<file path="config.mk">
export PLATFORM = sky130hd
export DESIGN_NAME = pl0sm_div
export DESIGN_NICKNAME = d
export VERILOG_FILES = /design/src/rtl/core/pl0sm_pkg.sv /design/src/rtl/core/pl0sm_div.sv
export SDC_FILE = /design/constraint.sdc
export NUM_CORES = 1
export LEC_CHECK = 0
export CAP_MARGIN = 20
export CORE_MARGIN = 2
export CORE_UTILIZATION = 30
export CTS_CLUSTER_SIZE = 10
export DETAILED_ROUTE_END_ITERATION = 6
export DONT_BUFFER_PORTS = 1
export PLACE_DENSITY_LB_ADDON = 0.25
export SYNTH_ARGS = -nofsm -noshare
export SYNTH_HDL_FRONTEND = slang
export SYNTH_SLANG_ARGS = --single-unit
</file>
<file path="constraint.sdc">
create_clock -name clk_i -period 5.6 [get_ports clk_i]
set_clock_uncertainty 0.15 [all_clocks]
set_input_delay 0.56 -clock clk_i [delete_from_list [all_inputs] [get_ports clk_i]]
set_output_delay 0.56 -clock clk_i [all_outputs]
set_load 0.005 [all_outputs]
</file>
<file path="src/rtl/core/pl0sm_pkg.sv">
// ----------------------------------------------------------------------------
// pl0sm_pkg
// Shared types, codes and sizes for the PL/0 P-code stack machine.
// ----------------------------------------------------------------------------
package pl0sm_pkg;

  localparam int MemWords = 512;
  localparam int MaxLevel = 15;
  localparam int AW       = $clog2(MemWords);      // word address
  localparam int PW       = $clog2(MemWords + 1);  // pointer, may equal MemWords
  localparam int LvW      = $clog2(MaxLevel + 1);  // static-link step count

  typedef enum logic [3:0] {
    OP_NONE = 4'd0,
    OP_LIT  = 4'd1,
    OP_OPR  = 4'd2,
    OP_LOD  = 4'd3,
    OP_STO  = 4'd4,
    OP_CAL  = 4'd5,
    OP_INC  = 4'd6,
    OP_JMP  = 4'd7,
    OP_JPC  = 4'd8,
    OP_SYS  = 4'd9
  } opcode_e;

  typedef enum logic [3:0] {
    OPR_RTN = 4'd0,
    OPR_ADD = 4'd1,
    OPR_SUB = 4'd2,
    OPR_MUL = 4'd3,
    OPR_DIV = 4'd4,
    OPR_EQL = 4'd5,
    OPR_NEQ = 4'd6,
    OPR_LSS = 4'd7,
    OPR_LEQ = 4'd8,
    OPR_GTR = 4'd9,
    OPR_GEQ = 4'd10,
    OPR_ODD = 4'd11
  } opr_e;

  localparam logic [31:0] SysOut  = 32'd1;
  localparam logic [31:0] SysIn   = 32'd2;
  localparam logic [31:0] SysHalt = 32'd3;

  typedef enum logic [1:0] {
    FLT_NONE  = 2'd0,
    FLT_ADDR  = 2'd1,
    FLT_DIV0  = 2'd2,
    FLT_LEVEL = 2'd3
  } fault_e;

  typedef enum logic [4:0] {
    S_IDLE, S_F1, S_F2, S_F3, S_EXEC, S_RA, S_RB, S_CALC, S_DIV, S_ODD,
    S_WALK, S_WALK2, S_ADDR, S_LOD2, S_STO2, S_CAL2, S_CAL3, S_JPC2,
    S_OUT2, S_DONE
  } state_e;

  typedef struct packed {
    logic          we;
    logic [AW-1:0] addr;
    logic [31:0]   wdata;
  } mem_req_t;

  // signed 32-bit word lies inside the memory
  function automatic logic in_mem32(input logic [31:0] x);
    return !x[31] && (x < 32'(MemWords));
  endfunction

  function automatic logic in_mem34(input logic [33:0] x);
    return !x[33] && (x < 34'(MemWords));
  endfunction

endpackage

</file>
<file path="src/rtl/core/pl0sm_div.sv">
// ----------------------------------------------------------------------------
// pl0sm_div
// Radix-2 restoring signed divider, one quotient bit per cycle.
// ----------------------------------------------------------------------------
module pl0sm_div (
  input  logic        clk_i,
  input  logic        rst_ni,
  input  logic        start_i,
  input  logic [31:0] a_i,
  input  logic [31:0] b_i,
  output logic        done_o,
  output logic [31:0] q_o
);
  import pl0sm_pkg::*;

  logic        busy_q;
  logic [5:0]  cnt_q;
  logic        neg_q;
  logic [31:0] rem_q, quo_q, div_q;
  logic [32:0] shifted;
  logic        ge;

  assign shifted = {rem_q, quo_q[31]};
  assign ge      = shifted >= {1'b0, div_q};

  always_ff @(posedge clk_i or negedge rst_ni) begin
    if (!rst_ni) begin
      busy_q <= 1'b0;
      cnt_q  <= '0;
    end else if (start_i) begin
      busy_q <= 1'b1;
      cnt_q  <= 6'd32;
    end else if (busy_q) begin
      if (cnt_q != '0) begin
        cnt_q <= cnt_q - 6'd1;
      end else begin
        busy_q <= 1'b0;
      end
    end
  end

  always_ff @(posedge clk_i) begin
    if (start_i) begin
      rem_q <= '0;
      quo_q <= a_i[31] ? 32'(-a_i) : a_i;
      div_q <= b_i[31] ? 32'(-b_i) : b_i;
      neg_q <= a_i[31] ^ b_i[31];
    end else if (busy_q && cnt_q != '0) begin
      rem_q <= ge ? 32'(shifted - {1'b0, div_q}) : shifted[31:0];
      quo_q <= {quo_q[30:0], ge};
    end
  end

  assign done_o = busy_q && (cnt_q == '0);
  assign q_o    = neg_q ? 32'(-quo_q) : quo_q;

endmodule

</file>
Yosys cells after proc, flatten, opt, wreduce, memory -nomap -nowiden
Index checks and enable logic that the tools add are counted.

storage, ports and cells
  input port bits = 67
  flip-flop bits (word level) = 104
  word-level logic and storage cells = 34
  output and inout bits = 33

cells by class
  reductions and logical operators = 8
  multiplexer cells = 12
  bitwise gates (word level) = 1
  add/sub/neg operators = 5
  $lt $le $gt $ge = 1

operator list
  cell                                                                 count
  32-bit two-way mux                                                   5
  32-bit negator                                                       3
  33-bit by 32-bit greater-or-equal comparator with 1-bit output       1
  32-bit subtractor                                                    1
  31-bit two-way mux                                                   1
  6-bit two-way mux                                                    3
  6-bit zero test                                                      1
  2-bit nonzero test                                                   3
  6-bit nonzero test                                                   1
  6-bit by 1-bit subtractor with 6-bit output (second input constant)  1
  1-bit two-way mux                                                    3
  1-bit logical AND                                                    2
  2-bit AND reduction                                                  1
  1-bit bitwise XOR                                                    1

Longest topological paths before layout
  word-level depth = 4
  gate-level depth with buffers = 13
  gate-level depth less buffers = 12

Worst setup path before layout
OpenSTA, ideal clock, no wires.

  kind = input -> register
  start point = in a_i[8]
  end point = reg quo_q[30], data pin
  path slack = 2.435 ns
  path buffers = 0
  cell stages on the path = 9
  data required time = 5.182 ns
  arrival = 2.747 ns
  library setup time = 0.268 ns
  cell sequence = nor4_2 -> nand4_2 -> or4_1 -> or4_4 -> nand2b_4 -> nand2b_4 -> o41ai_4 -> xor2_1 -> a21oi_1

between the ends
  word-level cells in the longest chain between the ends = 3

ends and longest elaborated chain
  element               line             text
  from (decl)           pl0sm_div.sv:9   input logic [31:0] a_i,
  32-bit negator        pl0sm_div.sv:45  quo_q <= a_i[31] ? 32'(-a_i) : a_i;
  32-bit two-way mux    pl0sm_div.sv:45
  32-bit two-way mux    pl0sm_div.sv:43  if (start_i) begin
  to (signal assigned)  pl0sm_div.sv:45
  to (signal assigned)  pl0sm_div.sv:50  quo_q <= {quo_q[30:0], ge};
  to (decl)             pl0sm_div.sv:19  logic [31:0] rem_q, quo_q, div_q;

Every way passes these cells.
A chain may end at the register's enable or synchronous reset.

Final worst setup path
  start point = reg quo_q[9]
  end point = out q_o[28]

between the ends
  word-level cells in the longest chain between the ends = 2

ends and longest elaborated chain
  element             line             text
  32-bit negator      pl0sm_div.sv:55  assign q_o = neg_q ? 32'(-quo_q) : quo_q;
  32-bit two-way mux  pl0sm_div.sv:55
  to (decl)           pl0sm_div.sv:12  output logic [31:0] q_o

Every way passes these cells.

==> flow_summary.toml <==
[run_status]
outcome = "finished clean"

[sta]
finalSetupViolCount = 0
slew_viol_final = 0
period_needed_ns = 3.805
worst_slew_pin_slew_ns = 0.9708
slew_headroom_pct = 35.12
rsz0062_at_grt = "false"
whs_ns = 0.1406
hold_violations = 0
period_share_pct = 67.95
tns_ns = 0
max_freq_mhz = 262.8

[logic_synthesis]
synth_ff_type = "edfxtp_1"
synth-edff-count = 65
ys_ff_latch = 104
syn_avg_cell_area_um2 = 8.697
yosys.area.top_type = "edfxtp_1"
ys_async_sr_fraction_pct = 6.731
syn_inst = 896
syn_area_um2 = 7792
ys_seq_area_share_pct = 35.52
ys_warn_count = 0
netlist.area_leader.share_pct = 25.05
synthesis.nets = 1001
ys_top_cells_by_area = "edfxtp_1 (25%), xnor2_1 (8.8%), dfxtp_1 (8.2%)"
synthDistinctLibCells = 64

[floorplanning]
design.die.area_um2 = 27280
coreArea_um2 = 25330
fp.dieH_um = 165.2
num_rows = 58
dieWidth_um = 165.2
start_util_pct = 30.77
ioPinCount = 100

[layout]
final_common_cell = "nor2_1"
final_cell_mix = "nor2_1 (106), xnor2_1 (78), nand2_1 (66)"
num_antenna_cells = 0
fin_area_um2 = 8364
layout.nets = 974
drive_gt1_share_pct = 3.547
area_delta_synth_final_pct = 7.338

[setup_path]
ff2ff_path_depth = 11
critPathMaxStageDelay_ns = 0.60
crit_family = "simple AND/OR/NAND/NOR gates"
regToRegEndpoint = "rem_q[23]"
critPathBufInv = 0
cp_max_fo = 4
end_kind = "output pin"
crit_path_top_delay_cell = "or4_1"
r2r_slack_ns = 1.84
critPathRequiredTime_ns = 4.89
arrival_ns = 3.10
crit_chain = "or4_1 -> nor4_1 -> nand2b_1 -> or2_2 -> nor2_1 -> nand2_1 -> or3_1 -> o21ai_0 -> xnor2_1"
reg2reg_from = "div_q[8]"
crit_start = "quo_q[9]"
start_kind = "flip-flop"
critical_path_class = "reg2out"

[placement]
dpl_cell_area_um2 = 8071
gp_congestion = 0.8131
port_buffers = 0
dp_hpwl_mm = 14.37

[cts]
cts_made_buffers = 9
cts_tree = "done"
clockBufferDepth = 2
clk_latency_ns = 0.36
postCtsSetupBuffers = 0
htreeDepth = 3
path_clk_slew_ns = 0.08
cts_root_buf = "clkbuf_16"
cts_sinks = 104

[global_route]
grt_max_degree = 136
grt_use_total_pct = 14.54
grt_pass1_vias = 5951
antenna_found_initial = 0
grt_overflow = 0
grt_pass1_wl_mm = 31.46

[route]
vias_per_cell = 5.166
vias = 6220
routedWlPerCell_um = 15.88
drc = 0
first_pass_iters = 4
wl_mm = 19.12
ant_nets = 0
drtIter0Drc = 335

[run]
maxCapViolations = 0

[min_path]
whs_path_depth = 0
hold_class = "in2reg"
hold_end = "div_q[0]"
min_from = "b_i[0]"

[power]
vdd_drop_max_uv = 155.7
p_per_area_nw_per_um2 = 378.1
leakage_nw = 3.261
==> what timing repair did <==
item / 4_1_cts / 5_1_grt
hold buffers: 1 / 0
resized for setup: 0 / 0
hold endpoints to repair: 7 / 0
==> synth_stat cells, types with 11 or more instances <==
cell type / number
nor3_1: 26
o41ai_1: 11
o21ai_0: 45
nor2_1: 106
nand2_1: 66
inv_1: 56
or4_1: 11
a21oi_1: 63
edfxtp_1: 65
dfxtp_1: 32
xor2_1: 42
xnor2_1: 78
nand2b_1: 14
clkbuf_1: 34
o31ai_1: 28
a211oi_1: 35
mux2i_1: 15
a21o_1: 14
ha_1: 37
==> layout make-up <==
cell class | instances | area (um2)
fill | 2635 | 16960
multi-input combinational | 694 | 4658
sequential | 104 | 2768
tap | 330 | 412.9
clock buffer | 10 | 229.0
inverter | 56 | 210.2
clock inverter | 6 | 53.80
timing repair buffer | 4 | 32.53
==> kinds of logic (layout without fill, tap and decap cells) <==
kind of cell | after synthesis | after routing | synth area share [%]
simple gates | 287 | 287 | 18.16
compound gates | 234 | 234 | 19.72
xor+xnor | 120 | 120 | 13.49
mux | 15 | 15 | 1.927
buf+inv | 98 | 76 | 4.993
flops | 104 | 104 | 35.52
fa+ha+maj | 38 | 38 | 6.198
==> registers in the layout, summed over array words and instances (netlist names) <==
| name | flops |
|---|---|
| div_q | 32 |
| quo_q | 32 |
| rem_q | 32 |
| cnt_q | 6 |
| busy_q | 1 |
| neg_q | 1 |
==> stage by stage <==
step	util, %	power, mW	std cells	worst slack, ns
floorplan	-	2.263	896	2.435
global placement	31.87	2.553	1187	1.925
detailed placement	31.87	2.558	1187	1.825
CTS	33.03	3.196	1204	1.773
global route	33.03	3.419	1204	1.478
finish	33.03	3.163	1204	1.795
==> power by group <==
part	internal, mW	switching, mW	leakage (nW)
registers	1.01	0.146	0.994
logic	0.577	0.803	2.14
clock network	0.309	0.317	0.129
==> how the worst max path moves through the flow <==
| stage | end | slack (ns) | cells after the start |
|---|---|---|---|
| CTS | q_o[30] | 1.77 | 9 |
| floorplan | quo_q[30] | 2.43 | 9 |
| finish | q_o[28] | 1.79 | 9 |
| global route | rem_q[1] | 1.48 | 12 |
| detailed placement | rem_q[23] | 1.82 | 11 |
| global placement | rem_q[23] | 1.93 | 11 |
==> layer usage <==
metal	routed length [um]	part of all wire, %	up-vias	GRT usage (%)
li1	-	-	3186	-
met1	9310	49	2902	20.15
met2	8439	44	113	22.29
met3	1005	5.3	19	3.197
met4	368	1.9	0	5.020
met5	0	0	-	0
No activity file was read; power rests on OpenSTA's default activity.
