`config.mk`:
```
export PLATFORM = sky130hd
export DESIGN_NAME = pl0sm_alu
export DESIGN_NICKNAME = d
export VERILOG_FILES = /design/src/rtl/core/pl0sm_pkg.sv /design/src/rtl/core/pl0sm_alu.sv
export SDC_FILE = /design/constraint.sdc
export NUM_CORES = 1
export LEC_CHECK = 0
export ABC_AREA = 1
export BUFFER_PORTS_ARGS = -buffer_cell sky130_fd_sc_hd__buf_2
export CAP_MARGIN = 20
export CORE_MARGIN = 2
export CORE_UTILIZATION = 45
export DETAILED_ROUTE_END_ITERATION = 8
export PLACE_DENSITY = 0.69
export SETUP_SLACK_MARGIN = 0.02
export SYNTH_ARGS = -nofsm -noshare
export SYNTH_HDL_FRONTEND = slang
export SYNTH_SLANG_ARGS = --single-unit
```
`constraint.sdc`:
```
create_clock -name vclk -period 29.7
set_input_delay 5.94 -clock vclk [all_inputs]
set_output_delay 5.94 -clock vclk [all_outputs]
set_load 0.05 [all_outputs]
```
`src/rtl/core/pl0sm_pkg.sv`:
```
// ----------------------------------------------------------------------------
// pl0sm_pkg
// Shared types, codes and sizes for the PL/0 P-code stack machine.
// ----------------------------------------------------------------------------
package pl0sm_pkg;

  localparam int MemWords = 512;
  localparam int MaxLevel = 15;
  localparam int AW       = $clog2(MemWords);      // word address
  localparam int PW       = $clog2(MemWords + 1);  // pointer, may equal MemWords
  localparam int LvW      = $clog2(MaxLevel + 1);  // static-link step count

  typedef enum logic [3:0] {
    OP_NONE = 4'd0,
    OP_LIT  = 4'd1,
    OP_OPR  = 4'd2,
    OP_LOD  = 4'd3,
    OP_STO  = 4'd4,
    OP_CAL  = 4'd5,
    OP_INC  = 4'd6,
    OP_JMP  = 4'd7,
    OP_JPC  = 4'd8,
    OP_SYS  = 4'd9
  } opcode_e;

  typedef enum logic [3:0] {
    OPR_RTN = 4'd0,
    OPR_ADD = 4'd1,
    OPR_SUB = 4'd2,
    OPR_MUL = 4'd3,
    OPR_DIV = 4'd4,
    OPR_EQL = 4'd5,
    OPR_NEQ = 4'd6,
    OPR_LSS = 4'd7,
    OPR_LEQ = 4'd8,
    OPR_GTR = 4'd9,
    OPR_GEQ = 4'd10,
    OPR_ODD = 4'd11
  } opr_e;

  localparam logic [31:0] SysOut  = 32'd1;
  localparam logic [31:0] SysIn   = 32'd2;
  localparam logic [31:0] SysHalt = 32'd3;

  typedef enum logic [1:0] {
    FLT_NONE  = 2'd0,
    FLT_ADDR  = 2'd1,
    FLT_DIV0  = 2'd2,
    FLT_LEVEL = 2'd3
  } fault_e;

  typedef enum logic [4:0] {
    S_IDLE, S_F1, S_F2, S_F3, S_EXEC, S_RA, S_RB, S_CALC, S_DIV, S_ODD,
    S_WALK, S_WALK2, S_ADDR, S_LOD2, S_STO2, S_CAL2, S_CAL3, S_JPC2,
    S_OUT2, S_DONE
  } state_e;

  typedef struct packed {
    logic          we;
    logic [AW-1:0] addr;
    logic [31:0]   wdata;
  } mem_req_t;

  // signed 32-bit word lies inside the memory
  function automatic logic in_mem32(input logic [31:0] x);
    return !x[31] && (x < 32'(MemWords));
  endfunction

  function automatic logic in_mem34(input logic [33:0] x);
    return !x[33] && (x < 34'(MemWords));
  endfunction

endpackage

```
`src/rtl/core/pl0sm_alu.sv`:
```
// ----------------------------------------------------------------------------
// pl0sm_alu
// Shared arithmetic and compare unit for the OPR add, subtract, multiply and compares.
// ----------------------------------------------------------------------------
module pl0sm_alu (
  input  pl0sm_pkg::opr_e op_i,
  input  logic [31:0]     a_i,
  input  logic [31:0]     b_i,
  output logic [31:0]     r_o
);
  import pl0sm_pkg::*;

  logic signed [31:0] sa, sb;
  assign sa = a_i;
  assign sb = b_i;

  always_comb begin
    unique case (op_i)
      OPR_ADD: r_o = a_i + b_i;
      OPR_SUB: r_o = a_i - b_i;
      OPR_MUL: r_o = 32'(a_i * b_i);
      OPR_EQL: r_o = {31'd0, sa == sb};
      OPR_NEQ: r_o = {31'd0, sa != sb};
      OPR_LSS: r_o = {31'd0, sa <  sb};
      OPR_LEQ: r_o = {31'd0, sa <= sb};
      OPR_GTR: r_o = {31'd0, sa >  sb};
      OPR_GEQ: r_o = {31'd0, sa >= sb};
      default: r_o = '0;
    endcase
  end

endmodule
```
After elaboration in Yosys (flattened, before gate mapping)
Cells that the tools add are included.

storage, ports and cells
  bits in registers = 0
  input port bits = 68
  logic and storage cells = 19

cells by class
  mux-type cells = 1
  equality and inequality tests = 11
  $lt $le $gt $ge = 4
  $mul = 1
  add/subtract/negate cells = 2

operators by type and width
  kind                                                                   count
  32-bit case mux with 9 select lines                                    1
  32-bit adder                                                           1
  32-bit equality test                                                   1
  32-bit greater-or-equal comparator                                     1
  32-bit greater-than comparator                                         1
  32-bit less-or-equal comparator                                        1
  32-bit less-than comparator                                            1
  32-bit by 32-bit multiplier with 32-bit output                         1
  32-bit inequality test                                                 1
  32-bit subtractor                                                      1
  4-bit by 3-bit equality test with 1-bit output, second input constant  3
  4-bit equality test, second input constant                             3
  4-bit by 2-bit equality test with 1-bit output, second input constant  2
  4-bit by 1-bit equality test with 1-bit output, second input constant  1

Logic depth before layout (Yosys ltp)
Gate-level depths: netlist of run 1.

  depth in word-level cells = 2
  depth in mapped cells = 36

Worst setup path after synthesis of run 1
No wires, ideal clock.

  path type = input port to output port
  from = input port a_i[11]
  to = output port r_o[29]
  arrival = 12.359 ns
  data required time = 23.760 ns
  setup slack = 11.401 ns
  cell stages on the path = 26
  path through = clkbuf_1 -> buf_1 -> nand2_1 -> inv_1 -> fa_1 -> fa_1 -> fa_1 -> inv_1 -> fa_1 -> inv_1 -> fa_1 -> inv_1 -> fa_1 -> inv_1 -> fa_1 -> fa_1 -> ha_1 -> a21oi_1 -> o21a_1 -> o21ai_0 -> nand2_1 -> nand3_1 -> a21o_1 -> or2_2 -> nand3_1 -> nand3_1

on the way
  word-level cells in the longest chain between the ends = 2

ends and longest elaborated chain
  element                                                                 RTL line         RTL
  from (decl)                                                             pl0sm_alu.sv:7   input logic [31:0] a_i,
  32-bit by 32-bit multiplier with 32-bit output (tied with other cells)  pl0sm_alu.sv:21  OPR_MUL: r_o = 32'(a_i * b_i);
  32-bit case mux with 9 select lines *                                   pl0sm_alu.sv:18  unique case (op_i)
  to (decl)                                                               pl0sm_alu.sv:9   output logic [31:0] r_o

Every way passes the cells marked *; elsewhere a longest branch is shown, timed or not.

Worst setup path in the final report of run 1
  from = input port b_i[9]
  to = output port r_o[24]

on the way
  word-level cells in the longest chain between the ends = 2

ends and longest elaborated chain
  element                                                                 RTL line         RTL
  from (decl)                                                             pl0sm_alu.sv:8   input logic [31:0] b_i,
  32-bit by 32-bit multiplier with 32-bit output (tied with other cells)  pl0sm_alu.sv:21
  32-bit case mux with 9 select lines *                                   pl0sm_alu.sv:18

Marks and branches as above.

==> impl_metrics.csv, run 1 <==
group,metric,value,unit
yosys,synthesis.nets,3757,
critical_path,cp-start-kind,"input port",
global_routing,grt_start_max_net_pins,35,
timing,timing_hold_violations_final,0,
die,dieWidth,220.3,um
cells_and_area,nFlopsAndLatches,0,
timing,relSlewSlack,41.60,%
routing,drc,0,
die,die_h,220.3,um
die,core-area,46360,um^2
clock_network,hold_buffers,0,
global_routing,grt-ovfl-total,0,
critical_path,path_class,"input port to output port",
timing,fmax,0.05187,GHz
placed_design,place_area,21810,um^2
yosys,seq_area_frac_synth,0,%
timing,maxSlewViolCount,0,
global_routing,grt_pass1_vias,19200,
cells_and_area,fillerInstances,4767,
yosys,ys_types,53,
clock_network,cts_resized,0,
yosys,syn_area,21060,um^2
yosys,syn_avg_cell_area,6.810,um^2
cells_and_area,area_delta_synth_final,3.552,%
placed_design,dp_hpwl,51870,um
job,max_cap_viol_count,0,
global_routing,grt_pass1_wl,104000,um
routing,routed_wl,64330,um
timing,setup_viol,0,
global_routing,antenna_found_initial,3,
critical_path,worstPathRequired,23760,ps
cells_and_area,final_area,21810,um^2
placed_design,numPortBuffers,100,
timing,post-route-period-util,64.91,%
routing,dr.pass1.iters,5,
global_routing,grt_usage,27.49,%
yosys,synth_cells,3093,
cells_and_area,nClkBuffers,0,
clock_network,cts_setup_buffers,0,
timing,finalCriticalPeriod,19280,ps
cells_and_area,register_area,0,um^2
worst_hold_path,hold_path.class,"input port to output port",
routing,via_per_inst,5.169,
cells_and_area,multi_input_area,17120,um^2
critical_path,cp_max_fo,24,
yosys,yosys_warnings,0,
routing,drtAntennaViolNets,0,
die,start_util,45.43,%
die,core.rowCount,79,
die,io_pins,100,
cells_and_area,drive_above_1_share,4.562,%
timing,tightest_slew,876.0,ps
placed_design,gp_congestion,0.9889,
critical_path,critical_path_arrival,13340,ps
cells_and_area,nets,3735,
run_status,outcome,"completed",
timing,rsz0062_at_grt,"false",
routing,wl_per_cell,17.50,um
die,die-area,48550,um^2
routing,first_iter_violations,1640,
critical_path,critPathCaptureType,"output port",
routing,vias,19010,
timing,setup_tns,0,ps
-- layout by cell type, fill, tap and decap left out, drive strengths merged --
cell type,instances
a221oi,4
a21o,8
diode,1
a21oi,157
o21ba,1
a21boi,3
o21bai,16
a211oi,2
o221ai,4
and3,1
a2111oi,1
nor2,114
xor2,16
inv,902
nand2,816
nand4,10
xnor2,10
fa,410
nand3,120
o31ai,2
o2111a,1
o311ai,1
a311oi,1
o21a,4
buf,105
a31oi,3
nor4,4
o211ai,9
nand3b,5
or2,8
clkinv,1
o21ai,125
nor3,19
ha,186
-- worst max-delay path, cell delays in order --
cell and delay (ps):
buf_2 550, ha_1 270, inv_1 140, fa_1 410, inv_1 70, fa_1 430, fa_1 540, inv_1 60
fa_1 470, inv_1 50, fa_1 480, fa_1 580, fa_1 450, fa_1 490, ha_1 400, nand4_1 140
nor2_1 340, nand4_1 220, nand3_1 190, nand3_1 90, nand2_1 160, nand3_1 90, nand2_1 80, or2_2 110
nand3_1 130, nand3_1 150, buf_2 280
-- path summary, 6_finish.rpt --
| check | to | depth (start not counted) | start | slack (ps) |
|---|---|---|---|---|
| worst min-delay path | r_o[0] | 5 | op_i[1] | 12360 |
| worst max-delay path | r_o[24] | 27 | b_i[9] | 10420 |
-- cell usage after synthesis, drive strengths merged (2+ instances only) --
library cell  number  area share (%)
o21bai            16            0.62
a221oi             4            0.17
o21ai            125             3.1
a31oi              3            0.12
nand2            816              15
o31ai              2           0.071
xnor2             10            0.42
nor4               4            0.12
xor2              16            0.67
nand3            120             2.9
a21o               8            0.29
a21oi            157             3.8
buf               51             1.2
nand3b             5            0.18
or2                8            0.24
nand4             10            0.37
o211ai             9            0.32
a211oi             2           0.071
clkbuf            78             1.4
a21boi             3            0.11
inv              902              16
ha               186              11
nor3              19            0.48
nor2             114             2.1
fa               410              39
o21a               4            0.14
o221ai             4            0.17
-- layer usage --
layer	wire [um]	vias up	share of wire, %	track usage [%]
met5	27	-	0.042	0
met2	29860	738	46	46.32
met4	1744	4	2.7	6.174
met1	27710	9207	43	38.58
met3	4992	104	7.8	2.282
li1	-	8955	-	-
-- stage by stage --
step	hold WS [ps]	util, %	std cells	setup slack, ps
after floorplan	12250	-	3093	11400
after detailed placement	12350	47.04	3676	10560
after CTS	12350	47.04	3676	10520
after global placement	12340	47.04	3676	10550
after global routing	12400	47.05	3677	10250
final	12360	47.05	3677	10420
-- logic make-up after synthesis --
kind of cell	after synthesis	synth area share, %
buffers and inverters	1032	18.71
AND/OR/NAND/NOR	1097	20.96
adder cells (fa/ha/maj)	596	50.02
XOR/XNOR	26	1.081
AO/OA/AOI/OAI	342	9.225
-- final cells by class --
type | count | share of cell area [%]
multi-input cells | 2061 | 78.50
inverters | 903 | 15.54
well taps | 607 | 3.482
repair buffers | 105 | 2.467
diodes | 1 | 0.01147
Power of run 1 is left out: the tool's default activity adds up to more than one toggle a clock period on the data nets, which glitch-free logic cannot reach.
==> run 2, diff against run 1 <==
==> constraint.sdc (replaced) <==
create_clock -name vclk -period 18.1
set_input_delay 3.62 -clock vclk [all_inputs]
set_output_delay 3.62 -clock vclk [all_outputs]
set_load 0.05 [all_outputs]
==> impl_metrics.csv, run 2 (synthesis results as in run 1) <==
group,metric,value,unit
global_routing,antenna_found_initial,2,
critical_path,worstPathRequired,14480,ps
clock_network,hold_buffers,0,
cells_and_area,nFlopsAndLatches,0,
cells_and_area,mostFrequentLayoutCells,"898 x inv_1, 812 x nand2_1, 410 x fa_1, 186 x ha_1, 152 x a21oi_1",
worst_hold_path,hp-start,"op_i[1]",
worst_hold_path,hold_path.class,"input port to output port",
timing,finalCriticalPeriod,14580,ps
die,io_pins,100,
global_routing,grt_pass1_wl,104200,um
placed_design,dp_hpwl,51920,um
routing,via_per_inst,5.155,
die,dieWidth,220.3,um
die,core.rowCount,79,
routing,drc,0,
placed_design,gp_congestion,1.006,
cells_and_area,nClkBuffers,0,
timing,timing_hold_violations_final,0,
timing,maxSlewViolCount,0,
routing,wl_per_cell,17.51,um
global_routing,grt_pass1_vias,19340,
job,max_cap_viol_count,0,
clock_network,cts_resized,0,
routing,vias,18950,
global_routing,grt_start_max_net_pins,35,
timing,relSlewSlack,41.41,%
critical_path,max_stage_delay,580,ps
critical_path,cp-start-kind,"input port",
global_routing,grt-ovfl-total,0,
timing,setup_viol,0,
critical_path,crit_top_cell,"fa_1",
routing,first_iter_violations,1581,
critical_path,cp_max_fo,24,
die,die_h,220.3,um
critical_path,critPathCaptureType,"output port",
worst_hold_path,worst_hold_path.num_cells,5,
die,start_util,45.43,%
cells_and_area,fillerInstances,4718,
routing,dr.pass1.iters,8,
cells_and_area,drive_above_1_share,4.562,%
routing,drtAntennaViolNets,0,
critical_path,crit_slowest_cell,"fa_1",
routing,routed_wl,64370,um
cells_and_area,register_area,0,um^2
worst_hold_path,whs_endpoint,"r_o[0]",
die,core-area,46360,um^2
cells_and_area,nets,3735,
timing,tightest_slew,878.8,ps
global_routing,grt_usage,27.52,%
placed_design,numPortBuffers,100,
critical_path,critical_path_arrival,10960,ps
timing,setup_tns,0,ps
timing,post-route-period-util,80.53,%
run_status,outcome,"completed",
die,die-area,48550,um^2
timing,rsz0062_at_grt,"false",
cells_and_area,area_delta_synth_final,3.552,%
critical_path,path_class,"input port to output port",
timing,fmax,0.06860,GHz
cells_and_area,final_common_cell,"inv_1",
clock_network,cts_setup_buffers,0,
-- run 2: worst max path at each step --
stage                     cells past startpoint      end  slack [ps]  startpoint
final                                        27  r_o[24]        3520      b_i[9]
after global routing                         27  r_o[24]        3300      a_i[9]
after CTS                                    27  r_o[24]        3570      b_i[9]
after detailed placement                     27  r_o[24]        3600      b_i[9]
after global placement                       27  r_o[24]        3590      b_i[9]
after floorplan                              26  r_o[29]        4440     a_i[11]
-- run 2: stage by stage --
stage / instances / hold slack, ps / cell area (um^2) / utilization [%] / setup slack [ps]
6_report: 3677 / 7716 / 21810 / 47.05 / 3524
5_1_grt: 3677 / 7767 / 21810 / 47.05 / 3301
4_1_cts: 3676 / 7712 / 21810 / 47.04 / 3570
3_5_place_dp: 3676 / 7712 / 21810 / 47.04 / 3599
3_3_place_gp: 3676 / 7699 / 21810 / 47.04 / 3592
2_1_floorplan: 3093 / 7607 / 21060 / - / 4441
-- run 2: layer usage --
metal / vias up / global-route usage (%) / routed length, um
met5: - / 0 / 11
met4: 2 / 6.935 / 1860
met3: 111 / 2.708 / 5116
met2: 761 / 46.07 / 29920
met1: 9126 / 38.30 / 27470
li1: 8954 / - / -
-- run 2: worst max-delay path: cells and delay by family --
kind | cells | cell delay (ps)
AO/OA/AOI/OAI | 3 | 650
adder cells (fa/ha/maj) | 10 | 4470
buffers and inverters | 6 | 1060
AND/OR/NAND/NOR | 8 | 1140
-- run 2: final cells by class --
cell class                      count  area (um^2)  share of cell area (%)
Multi-Input combinational cell   2061        17120                   78.50
Inverter                          903         3390                   15.54
Tap cell                          607        759.5                   3.482
Antenna cell                        1        2.502                 0.01147
Timing Repair Buffer              105        538.0                   2.467
Power of run 2 is left out for the same reason.
==> run 3, diff against run 2 <==
==> constraint.sdc (replaced) <==
create_clock -name vclk -period 14
set_input_delay 2.8 -clock vclk [all_inputs]
set_output_delay 2.8 -clock vclk [all_outputs]
set_load 0.05 [all_outputs]
==> impl_metrics.csv, run 3 (synthesis results as in run 1) <==
group,metric,value,unit
global_routing,top_usage_layer,"met2",
worst_hold_path,hp-start,"op_i[0]",
placed_design,placed_cells_incl_taps,3678,
global_routing,met2_usage,45.89,%
critical_path,crit_buf_inv,6,
critical_path,cp-start-kind,"input port",
routing,wl_per_cell,17.60,um
timing,timing_hold_violations_final,0,
critical_path,critical_path_arrival,10180,ps
die,core-area,46360,um^2
cells_and_area,multi_input_area,17120,um^2
cells_and_area,nFlopsAndLatches,0,
worst_hold_path,hold_path.class,"input port to output port",
die,start_util,45.43,%
cells_and_area,final_cells,3680,
global_routing,grt_pass1_wl,104700,um
worst_hold_path,whs_endpoint,"r_o[0]",
global_routing,grt_pass1_vias,19230,
timing,tightest_slew,873.5,ps
clock_network,hold_buffers,0,
routing,drtAntennaViolNets,0,
cells_and_area,register_area,0,um^2
cells_and_area,fillerInstances,4775,
routing,drc,0,
cells_and_area,final_area,21830,um^2
critical_path,cp_max_fo,24,
cells_and_area,nets,3737,
worst_hold_path,worst_hold_path.num_cells,5,
placed_design,gp_congestion,0.9977,
timing,setup_tns,0,ps
die,core.rowCount,79,
critical_path,path_class,"input port to output port",
routing,via_per_inst,5.198,
timing,rsz0062_at_grt,"false",
die,die-area,48550,um^2
timing,finalCriticalPeriod,12980,ps
critical_path,crit_slowest_cell,"fa_1",
placed_design,place_area,21820,um^2
die,die_h,220.3,um
routing,first_iter_violations,1604,
cells_and_area,mostFrequentLayoutCells,"898 x inv_1, 812 x nand2_1, 410 x fa_1, 186 x ha_1, 152 x a21oi_1",
critical_path,path_depth,27,
timing,relSlewSlack,41.77,%
global_routing,met1_usage,38.76,%
clock_network,cts_resized,0,
critical_path,crit_top_cell,"fa_1",
cells_and_area,final_common_cell,"inv_1",
global_routing,grt_usage,27.67,%
routing,dr.pass1.iters,5,
critical_path,cp_top_family,"adder cells",
global_routing,grt_start_max_net_pins,34,
routing,vias,19130,
placed_design,dp_hpwl,52450,um
die,dieWidth,220.3,um
cells_and_area,nClkBuffers,0,
cells_and_area,area_delta_synth_final,3.635,%
timing,setup_viol,0,
global_routing,antenna_found_initial,3,
job,max_cap_viol_count,0,
routing,routed_wl,64750,um
timing,post-route-period-util,92.70,%
cells_and_area,drive_above_1_share,4.624,%
global_routing,grt-ovfl-total,0,
timing,fmax,0.07705,GHz
run_status,outcome,"completed",
critical_path,max_stage_delay,570,ps
critical_path,critPathCaptureType,"output port",
clock_network,cts_setup_buffers,0,
placed_design,numPortBuffers,100,
global_routing,grt_use_met3,2.749,%
timing,maxSlewViolCount,0,
critical_path,worstPathRequired,11200,ps
placed_design,place_ws,1199,ps
die,io_pins,100,
timing,fin_ws,1022,ps
[run 3: cell types whose count changed in the layout (fill, tap and decap cells not counted), sizes merged]
cell   delta
diode     +1
buf       +2
[run 3: worst max path at each step]
stage,slack (ps),start,endpoint
6_report,1020,b_i[9],r_o[24]
5_1_grt,770,a_i[9],r_o[24]
3_3_place_gp,1180,b_i[9],r_o[24]
4_1_cts,1160,b_i[9],r_o[24]
2_1_floorplan,1980,a_i[11],r_o[29]
3_5_place_dp,1200,b_i[9],r_o[24]
[run 3: worst min-delay path, cell delays in order]
cell and delay, ps:
buf_2 100, o21ai_1 70, nand3_1 50, nand2_1 40
buf_2 200
[run 3: final cells by class]
cell class | count | area share, %
diodes | 2 | 0.02293
inverters | 903 | 15.53
multi-input cells | 2061 | 78.44
well taps | 607 | 3.479
repair buffers | 107 | 2.534
[run 3: metrics by stage]
step | utilization [%] | hold slack (ps)
2_1_floorplan | - | 5967
5_1_grt | 47.08 | 6108
4_1_cts | 47.08 | 6061
3_5_place_dp | 47.08 | 6060
6_report | 47.09 | 6059
3_3_place_gp | 47.08 | 6061
[run 3: layer usage]
| metal | routed length, um | share of wire [%] |
|---|---|---|
| met5 | 13 | 0.020 |
| met4 | 2253 | 3.5 |
| met3 | 5306 | 8.2 |
| met2 | 29640 | 46 |
| met1 | 27540 | 43 |
